### src/hw/rtl/lct5_pkg.sv
package lct5_pkg;

    // Vocabulary limit: the entry count saturates here, the running index one below it.
    localparam int VOCAB_MAX  = 262144;
    // Number of ranked slots in the cell chain.
    localparam int TOP_K      = 5;

    localparam int VALUE_W    = 16;
    localparam int DIFF_W     = 16;
    localparam int INDEX_W    = 18;
    localparam int COUNT_W    = $clog2(VOCAB_MAX + 1);
    localparam int RANK_W     = 3;
    localparam int SQ_W       = 32;
    localparam int SQUARE_W   = 31;
    localparam int PROD_W     = 32;
    localparam int ABS_SUM_W  = 34;
    localparam int SQ_SUM_W   = 50;
    localparam int DOT_W      = 50;
    localparam int ENERGY_W   = 49;

    localparam int IN_DATA_W  = 32;
    localparam int OUT_BITS   = RANK_W + INDEX_W + VALUE_W + DIFF_W + INDEX_W + ABS_SUM_W
                              + SQ_SUM_W + DOT_W + ENERGY_W + ENERGY_W + COUNT_W;
    localparam int OUT_DATA_W = ((OUT_BITS + 7) / 8) * 8;
    localparam int OUT_PAD_W  = OUT_DATA_W - OUT_BITS;

    // One ranked entry.
    typedef struct packed {
        logic                      valid;
        logic signed [VALUE_W-1:0] value;
        logic [INDEX_W-1:0]        index;
    } slot_t;

    // What a cell shows its lower-ranked neighbour.
    typedef struct packed {
        slot_t slot;
        logic  ahead;
    } link_t;

    // Running statistics of one vector.
    typedef struct packed {
        logic [DIFF_W-1:0]       max_difference;
        logic [INDEX_W-1:0]      max_difference_index;
        logic [ABS_SUM_W-1:0]    sum_abs;
        logic [SQ_SUM_W-1:0]     sum_sq;
        logic signed [DOT_W-1:0] dot;
        logic [ENERGY_W-1:0]     logit_energy;
        logic [ENERGY_W-1:0]     reference_energy;
    } stats_t;

    localparam slot_t EMPTY_SLOT = '{valid: 1'b0,
                                     value: {1'b1, {(VALUE_W-1){1'b0}}},
                                     index: '0};

    localparam link_t HEAD_LINK = '{slot: '{valid: 1'b1,
                                           value: {1'b0, {(VALUE_W-1){1'b1}}},
                                           index: '0},
                                    ahead: 1'b1};

endpackage

### src/hw/rtl/lct5_cell.sv
module lct5_cell (
    input  logic                               aclk,
    input  logic                               aresetn,
    input  logic                               upd,
    input  logic                               clear,
    input  logic                               capture,
    input  logic                               pop,
    input  logic signed [lct5_pkg::VALUE_W-1:0] new_value,
    input  logic [lct5_pkg::INDEX_W-1:0]       new_index,
    input  lct5_pkg::link_t                    prev_link,
    output lct5_pkg::link_t                    link,
    input  lct5_pkg::slot_t                    frozen_in,
    output lct5_pkg::slot_t                    frozen_out
);
    import lct5_pkg::*;

    slot_t live_reg;
    slot_t live_next;
    slot_t frozen_reg;
    logic  ahead;

    // An equal value stays ahead, so the earlier item keeps the better rank.
    assign ahead = live_reg.valid && (live_reg.value >= new_value);

    always_comb begin
        if (ahead) begin
            live_next = live_reg;
        end else if (prev_link.ahead) begin
            live_next = '{valid: 1'b1, value: new_value, index: new_index};
        end else begin
            live_next = prev_link.slot;
        end
    end

    assign link       = '{slot: live_reg, ahead: ahead};
    assign frozen_out = frozen_reg;

    always_ff @(posedge aclk) begin
        if (!aresetn) begin
            live_reg   <= EMPTY_SLOT;
            frozen_reg <= EMPTY_SLOT;
        end else begin
            if (upd) begin
                live_reg <= clear ? EMPTY_SLOT : live_next;
            end
            if (capture) begin
                frozen_reg <= live_next;
            end else if (pop) begin
                frozen_reg <= frozen_in;
            end
        end
    end

endmodule

### config.mk
export PLATFORM = sky130hd
export DESIGN_NAME = lct5_cell
export DESIGN_NICKNAME = d
export VERILOG_FILES = /design/src/hw/rtl/lct5_pkg.sv /design/src/hw/rtl/lct5_cell.sv
export SDC_FILE = /design/constraint.sdc
export NUM_CORES = 1
export LEC_CHECK = 0
export BUFFER_PORTS_ARGS = -buffer_cell sky130_fd_sc_hd__clkbuf_2
export CAP_MARGIN = 15
export CORE_MARGIN = 2
export CORE_UTILIZATION = 40
export DETAILED_ROUTE_END_ITERATION = 8
export PLACE_DENSITY = 0.67
export SLEW_MARGIN = 20
export SYNTH_ARGS = -nofsm -noshare
export SYNTH_HDL_FRONTEND = slang
export SYNTH_SLANG_ARGS = --single-unit
### constraint.sdc
create_clock -name aclk -period 9 [get_ports aclk]
set_input_delay 1.8 -clock aclk [delete_from_list [all_inputs] [get_ports aclk]]
set_output_delay 1.8 -clock aclk [all_outputs]
set_load 0.05 [all_outputs]
After elaboration in Yosys (flattened, before gate mapping)
Cells that the tools add are included.

Add/subtract/negate cells: 0. Multiply operators: 0. Div/mod/pow operators: 0. $lt $le $gt $ge: 1. Equality and inequality tests: 0. Shifts and indexed selects: 0. Mux-type cells: 5. Bitwise operators: 0. Reduce and logical (&&, ||, !) cells: 2.

Operators by type and width (number): 2-to-1 mux 35 bit (5); >= comparator 16 bit (1); nonzero test 2 bit (1); logical AND 1 bit (1).

Register bits after elaboration: 70. Bits in latches: 0. Bits in writable memories: 0. Memory bits (read-only): 0. Input port bits: 111. Output and inout port bits: 71. Logic and storage cells: 14. Memories kept: 0.

Longest topological paths before layout
Gate-level depths: netlist of run 1.

Depth after elaboration: 4. Mapped depth: 11. Mapped depth without buffers: 9.

Least setup slack after synthesis of run 1
No wires, ideal clock.

Path type: input -> output. From: input port new_value[11] in the netlist's numbering. To: output port link[0] in the netlist's numbering. Data arrival time: 3.604 ns. Required time: 7.200 ns. Slack: 3.596 ns. Stages on the path: 10. Buffers on the path: 3. Cells stage by stage: inv_1 > ha_1 > nand4_1 > a2111o_1 > a31o_2 > buf_6 > and2_1 > buf_6 > inv_2 > buf_4.

Word-level cells in the longest chain between the ends: 2.

RTL lines: start: declaration (RTL line lct5_cell.sv:8) `input logic signed [lct5_pkg::VALUE_W-1:0] new_value,`; >= comparator 16 bit (RTL line lct5_cell.sv:23) `assign ahead = live_reg.valid && (live_reg.value >= new_value);`; logical AND 1 bit (RTL line lct5_cell.sv:23); end: declaration (RTL line lct5_cell.sv:11) `output lct5_pkg::link_t link,`.

Every way passes these cells.

==> implementation parameters, run 1 <==
Parameter                              Value

Clock network
  Clock transition at path regs ... 70 ps
  TritonCTS clock tree ... built
  Inserted Clock Buffers ... 9
  # hold bufs at CTS ... 0
  CTS H-tree depth ... 3
  Number of buffers added for setup after CTS ... 0
  Clock root buffer master ... sky130_fd_sc_hd__clkbuf_8
  Clock net sink count ... 70
  Post-cts sizing count ... 0
  Maximum number of buffers from clock root to sink ... 2
  Clk Latency, worst-skew pair ... 340 ps

Timing
  Unrepaired setup endpoints after global routing ... no
  Setup_tns ... 0 ps
  Hold Violations, Final ... 0
  Period utilization ... about three quarters
  Post-layout minimum cycle time ... roughly 7000 ps
  Final setup violation count ... 0
  Tightest Pin Transition ... roughly 1000 ps
  Skew final ... about 8.7 ps
  Relative slew slack ... roughly 30%
  Max frequency ... around 150 MHz
  Slew Viols, Final ... 0
  Setup ws final ... between 2000 and 2500 ps

Synth
  Adder and majority cell fraction of the synthesized area ... about 4.6%
  Total standard cell area after synthesis ... between 0.004 and 0.005 mm²
  Dominant register cell in the synthesized netlist ... sky130_fd_sc_hd__dfxtp_1
  Simple-Gate Fraction of Synth Area ... 17.7%
  Largest family of logic cells by synthesized area ... compound AO/OA/AOI/OAI gates
  Number of enable flip-flop cells after synthesis ... 0
  Most common cell in the synthesized netlist ... sky130_fd_sc_hd__dfxtp_1
  Cell variety after synth ... 40
  Share of synthesized registers carrying an async set or reset ... 0%
  Area share of xor/xnor cells in the synthesized design ... 0%
  Average cell area after synthesis ... 9.05 µm²
  Synth Area in Compound Gates ... 21.7%
  Register bit total from synthesis ... 70
  Post-Syn Nets ... roughly 600
  Count of yosys warnings during synthesis ... 0
  Area leader, netlist ... sky130_fd_sc_hd__dfxtp_1
  Number of standard cells after synthesis ... ~480
  Post-synthesis sequential area ratio ... between 30 and 40%
  Top cells by count, synth ... sky130_fd_sc_hd__dfxtp_1, sky130_fd_sc_hd__nand3_1, sky130_fd_sc_hd__mux2i_1
  Top-area cell type share of the netlist area ... 32.5%
  Synth area leaders ... sky130_fd_sc_hd__dfxtp_1, sky130_fd_sc_hd__mux2i_1, sky130_fd_sc_hd__o221ai_2
  Multiplexer share of the synthesized area ... 16.1%

Worst hold path
  Hold Path Class ... register to register

Floorplan
  Area of the core ... 0.0104 mm²
  Site Rows ... 37
  Height of the chip ... roughly 110 µm
  Number of primary I/O pins ... 182
  Width of the die ... around 110 µm
  Die footprint ... 0.0116 mm²
  Initial core utilization ... roughly 42%

Cells and area
  Relative area change from synthesis to final layout ... 25.8%
  Core occupancy in the finished layout ... 52.3%
  Nets@finish ... 751
  Fin area ... between 0.005 and 0.006 mm²
  Fraction of final layout cells with drive strength greater than 1 ... between 30% and 40%
  N_diodes ... 0

Placed design
  Port Buffer Count ... 181
  Detailed Place HPWL ... ~9.0 mm
  Cell area reported after detailed placement ... 0.00520 mm²
  Post-placement worst setup slack ... approximately 2200 ps
  Routability-driven placement congestion ratio ... just under 0.9

Status
  Outcome ... finished clean

Global route
  Largest net degree at the start of global routing ... 76
  Met3 Track Usage GR ... approximately 3.5%
  Overall routing resource usage ... between 20% and 30%
  GR Layer Usage met2 ... between 30% and 40%
  Peak-usage layer in the global routing report ... met2
  Initial antenna violation count ... 0
  Vias in the first global route ... about 4300
  Met1 track demand over resource ... 27.8%
  Congestion Overflow GR ... 0
  First-pass GRT wire length ... between 20 and 25 mm

Route
  Mean number of vias per cell ... between 5 and 6
  Total routed wirelength ... around 13 mm
  Number of iterations in the first detailed-routing pass ... 4
  Count of antenna-violating nets left after detailed routing ... 0
  Total via count in the routed design ... 4315
  Post-detailed-route wirelength per cell ... approximately 17 µm
  Post-detailed-route DRC marker count ... 0
  Drt first-iter violations ... roughly 160

Worst setup path
  Worst-path fanout max ... 37
  Kind of start point of the critical path ... primary input
  Data arrival time of the critical path ... around 5000 ps
  Type of the setup path with the least slack ... primary input to primary output
  Type of element capturing the critical path ... primary output
  Data required time of the worst path ... between 7000 and 8000 ps

Flow run
  Max Cap Viol ... 0

Pwr
  Total power density per cell area ... roughly 160 mW/mm²
  Static leakage ... ~2.5 nW
  Max rail drop VDD ... around 0.084 mV
==> report_power, final <==
part	switching [mW]	total, mW	internal [mW]
clock network	0.120	0.284	0.163
logic	0.162	0.238	0.0755
registers	0.0144	0.345	0.330
==> through the flow <==
step | power, mW | instances | hold WS (ps)
after floorplan | 0.522 | 476 | 690
after global placement | 0.585 | 749 | 465
after detailed placement | 0.590 | 749 | 476
after CTS | 0.873 | 765 | 487
after global routing | 0.904 | 765 | 504
final | 0.866 | 765 | 482
==> cells in the final DEF, fill, tap and decap left out, drive strengths merged <==
master	n
nand2	41
o41ai	1
and3b	1
clkbuf	193
nand4	5
inv	20
a311o	1
buf	5
o211ai	1
and4	1
a22oi	1
o221ai	33
and3	4
ha	16
a2111o	1
o21ai	6
a211oi	1
a41oi	1
nor2b	3
clkinv	3
bufinv	2
a21oi	6
mux2	3
a21o	3
nand3	69
a31o	1
nor2	35
and2	1
o32a	1
o32ai	31
mux2i	66
dfxtp	70
o22ai	2
nand2b	1
==> path summary, 6_finish.rpt <==
| path | depth (start not counted) | slack [ps] | end | startpoint |
|---|---|---|---|---|
| hold / removal | 2 | 480 | link[12]$_SDFFE_PN0P_ | link[12]$_SDFFE_PN0P_ |
| setup / recovery | 10 | 2170 | link[0] | new_value[7] |
| hold reg to reg | 2 | 480 | link[12]$_SDFFE_PN0P_ | link[12]$_SDFFE_PN0P_ |
| setup reg to reg | 8 | 5290 | frozen_out[33]$_SDFFE_PN1P_ | link[33]$_SDFFE_PN0P_ |
==> cell type report <==
| type | instances | area [µm²] |
|---|---|---|
| fill | 1001 | 4950 |
| inverter | 21 | 78.8 |
| tap | 136 | 170 |
| multi-input combinational | 336 | 2610 |
| timing repair buffer | 186 | 943 |
| clock buffer | 12 | 145 |
| sequential | 70 | 1400 |
| clock inverter | 4 | 70.1 |
==> state kept, by name (all words and copies together), names as in the netlist <==
signal      flops
frozen_out     35
link           35
==> critical path, stage by stage <==
cell and delay [ps]:
sky130_fd_sc_hd__clkbuf_2 90, sky130_fd_sc_hd__inv_1 50, sky130_fd_sc_hd__ha_1 320, sky130_fd_sc_hd__a41oi_1 180, sky130_fd_sc_hd__o21ai_0 160, sky130_fd_sc_hd__a22oi_1 270, sky130_fd_sc_hd__a31o_2 760, sky130_fd_sc_hd__and2_2 960
sky130_fd_sc_hd__inv_2 140, sky130_fd_sc_hd__clkbuf_2 290
==> layer usage <==
metal	wire, µm	vias up
met5	0	-
met4	269	0
met3	914	22
met2	6430	183
met1	5480	2026
li1	-	2084
==> logic make-up (layout without fill, tap and decap cells) <==
kind of cell,Yosys count,after routing
mux,69,69
fa+ha+maj,16,16
compound gates,90,90
flops,70,70
simple gates,161,161
buf+inv,70,223
(Power assumes the default switching activity.)
==> run 2: changes to the inputs <==
PLACE_DENSITY = 0.69   (was 0.67)
clock period = 6.27 ns   (was 9 ns; I/O delays follow)
==> implementation parameters, run 2 (synthesis results as in run 1) <==
Parameter                              Value

Status
  Outcome ... finished clean

Timing
  Period utilization ... roughly four fifths
  Setup ws final ... ~1200 ps
  Max frequency ... between 150 and 200 MHz
  Tightest Pin Transition ... 1070 ps
  Hold Violations, Final ... 0
  Setup_tns ... 0 ps
  Relative slew slack ... 28.2%
  Slew Viols, Final ... 0
  Skew final ... roughly 9 ps
  Post-layout minimum cycle time ... about 5100 ps
  Final setup violation count ... 0
  Unrepaired setup endpoints after global routing ... no

Global route
  Vias in the first global route ... about 4200
  Largest net degree at the start of global routing ... 42
  Peak-usage layer in the global routing report ... met2
  Congestion Overflow GR ... 0
  Met1 track demand over resource ... between 20 and 30%
  First-pass GRT wire length ... about 21 mm
  GR Layer Usage met2 ... 39.6%
  Overall routing resource usage ... 22.6%
  Met3 Track Usage GR ... under 10%
  Initial antenna violation count ... 0

Clock network
  Post-cts sizing count ... 0
  Clock net sink count ... 70
  Clock root buffer master ... sky130_fd_sc_hd__clkbuf_8
  TritonCTS clock tree ... built
  Clk Latency, worst-skew pair ... ~340 ps
  CTS H-tree depth ... 3
  Inserted Clock Buffers ... 9
  # hold bufs at CTS ... 0
  Number of buffers added for setup after CTS ... 0
  Maximum number of buffers from clock root to sink ... 2
  Clock transition at path regs ... 70 ps

Cells and area
  Multi-input gate area in the final layout ... 0.00261 mm²
  Fraction of final layout cells with drive strength greater than 1 ... between 30% and 40%
  # fillers ... approximately 1000
  N_diodes ... 0
  Commonest non-fill, non-tap cell in the layout ... sky130_fd_sc_hd__clkbuf_2
  Core occupancy in the finished layout ... a little over half
  Nets@finish ... between 700 and 800
  Relative area change from synthesis to final layout ... 25.5%
  Reg area ... 0.00140 mm²
  Highest-count cells in the layout ignoring fill and taps ... sky130_fd_sc_hd__clkbuf_2, sky130_fd_sc_hd__dfxtp_1, sky130_fd_sc_hd__nand3_1, sky130_fd_sc_hd__mux2i_1, sky130_fd_sc_hd__nand2_1

Route
  Drt first-iter violations ... 181
  Total routed wirelength ... around 13 mm
  Mean number of vias per cell ... between 5 and 6
  Count of antenna-violating nets left after detailed routing ... 0
  Number of iterations in the first detailed-routing pass ... 4
  Post-detailed-route wirelength per cell ... roughly 17 µm
  Total via count in the routed design ... 4281
  Post-detailed-route DRC marker count ... 0

Floorplan
  Height of the chip ... 108 µm
  Initial core utilization ... 41.5%
  Die footprint ... 0.0116 mm²
  Width of the die ... about 110 µm
  Number of primary I/O pins ... 182
  Area of the core ... ~0.010 mm²
  Site Rows ... 37

Worst setup path
  Biggest cell delay along the critical path ... 800 ps
  Data required time of the worst path ... between 5000 and 6000 ps
  Kind of cell adding the most delay to the critical path ... compound AO/OA/AOI/OAI gates
  Type of the setup path with the least slack ... primary input to primary output
  Buffering stage count on the worst path with inverters included ... 4
  Worst-path fanout max ... 37
  Type of element capturing the critical path ... primary output
  Data arrival time of the critical path ... approximately 3800 ps
  Crit path max-delay cell type ... sky130_fd_sc_hd__a31o_2
  Kind of start point of the critical path ... primary input
  Critical-path cell list ... clkbuf_2, inv_1, ha_1, a41oi_1, o21ai_0, a22oi_1, a31o_2, and2_2, inv_2, clkbuf_2
  Crit-path most repeated cell ... sky130_fd_sc_hd__clkbuf_2

Pwr
  Static leakage ... approximately 2.5 nW
  Psw ... between 400 and 500 µW
  Logic pwr share ... between 20% and 30%
  Total power density per cell area ... between 200 and 250 mW/mm²
  Switching part of the total ... approximately 36%
  Total power consumption of the routed design ... roughly 1.2 mW
  Internal Pwr Total ... about 760 µW
  Max rail drop VDD ... around 0.11 mV
  Share of total power in sequential cells ... between 40% and 50%
  Relative contribution of the clock network to total power ... ~29%

Placed design
  Routability-driven placement congestion ratio ... between 0.8 and 0.9
  Port Buffer Count ... 181
  Post-placement worst setup slack ... 1280 ps
  Detailed Place HPWL ... 8.98 mm

Worst hold path
  Hold Path Class ... register to register

Flow run
  Max Cap Viol ... 0
run 2: final cells by class:
type | instances | share of cell area (%)
Multi-Input combinational cell | 336 | 48.3
Sequential cell | 70 | 25.9
Timing Repair Buffer | 188 | 17.7
Tap cell | 136 | 3.15
Clock buffer | 13 | 3.12
Inverter | 21 | 1.46
Clock inverter | 3 | 0.324
run 2: per-stage QoR:
stage                     hold slack (ps)  cell area [µm²]  instances
after floorplan                       690             4310        476
after global placement                465             5210        751
after detailed placement              475             5210        751
after CTS                             487             5400        767
after global routing                  505             5410        767
final                                 485             5410        767
run 2: path summary, 6_finish.rpt:
| check | slack, ps | endpoint | startpoint | cells past startpoint |
|---|---|---|---|---|
| max | 1220 | link[0] | new_value[7] | 10 |
| min | 490 | link[11]$_SDFFE_PN0P_ | link[11]$_SDFFE_PN0P_ | 2 |
| max reg2reg | 2570 | link[15]$_SDFFE_PN0P_ | link[24]$_SDFFE_PN0P_ | 7 |
| min reg2reg | 490 | link[11]$_SDFFE_PN0P_ | link[11]$_SDFFE_PN0P_ | 2 |
run 2: power by group through the flow:
stage | combinational [mW] | sequential, mW | clock, mW
CTS | 0.343 | 0.495 | 0.354
global placement | 0.338 | 0.504 | 0
floorplan | 0.145 | 0.603 | 0
global route | 0.366 | 0.499 | 0.373
finish | 0.342 | 0.495 | 0.344
detailed placement | 0.343 | 0.505 | 0
run 2: per-layer routing:
metal / up-vias / wire (µm)
li1: 2083 / -
met1: 1999 / 5460
met2: 187 / 6670
met3: 12 / 987
met4: 0 / 110
met5: - / 0
run 2: worst min-delay path, stage by stage (launching register included):
cell and delay (ps):
sky130_fd_sc_hd__dfxtp_1 330, sky130_fd_sc_hd__nand2_1 60, sky130_fd_sc_hd__o32ai_1 50
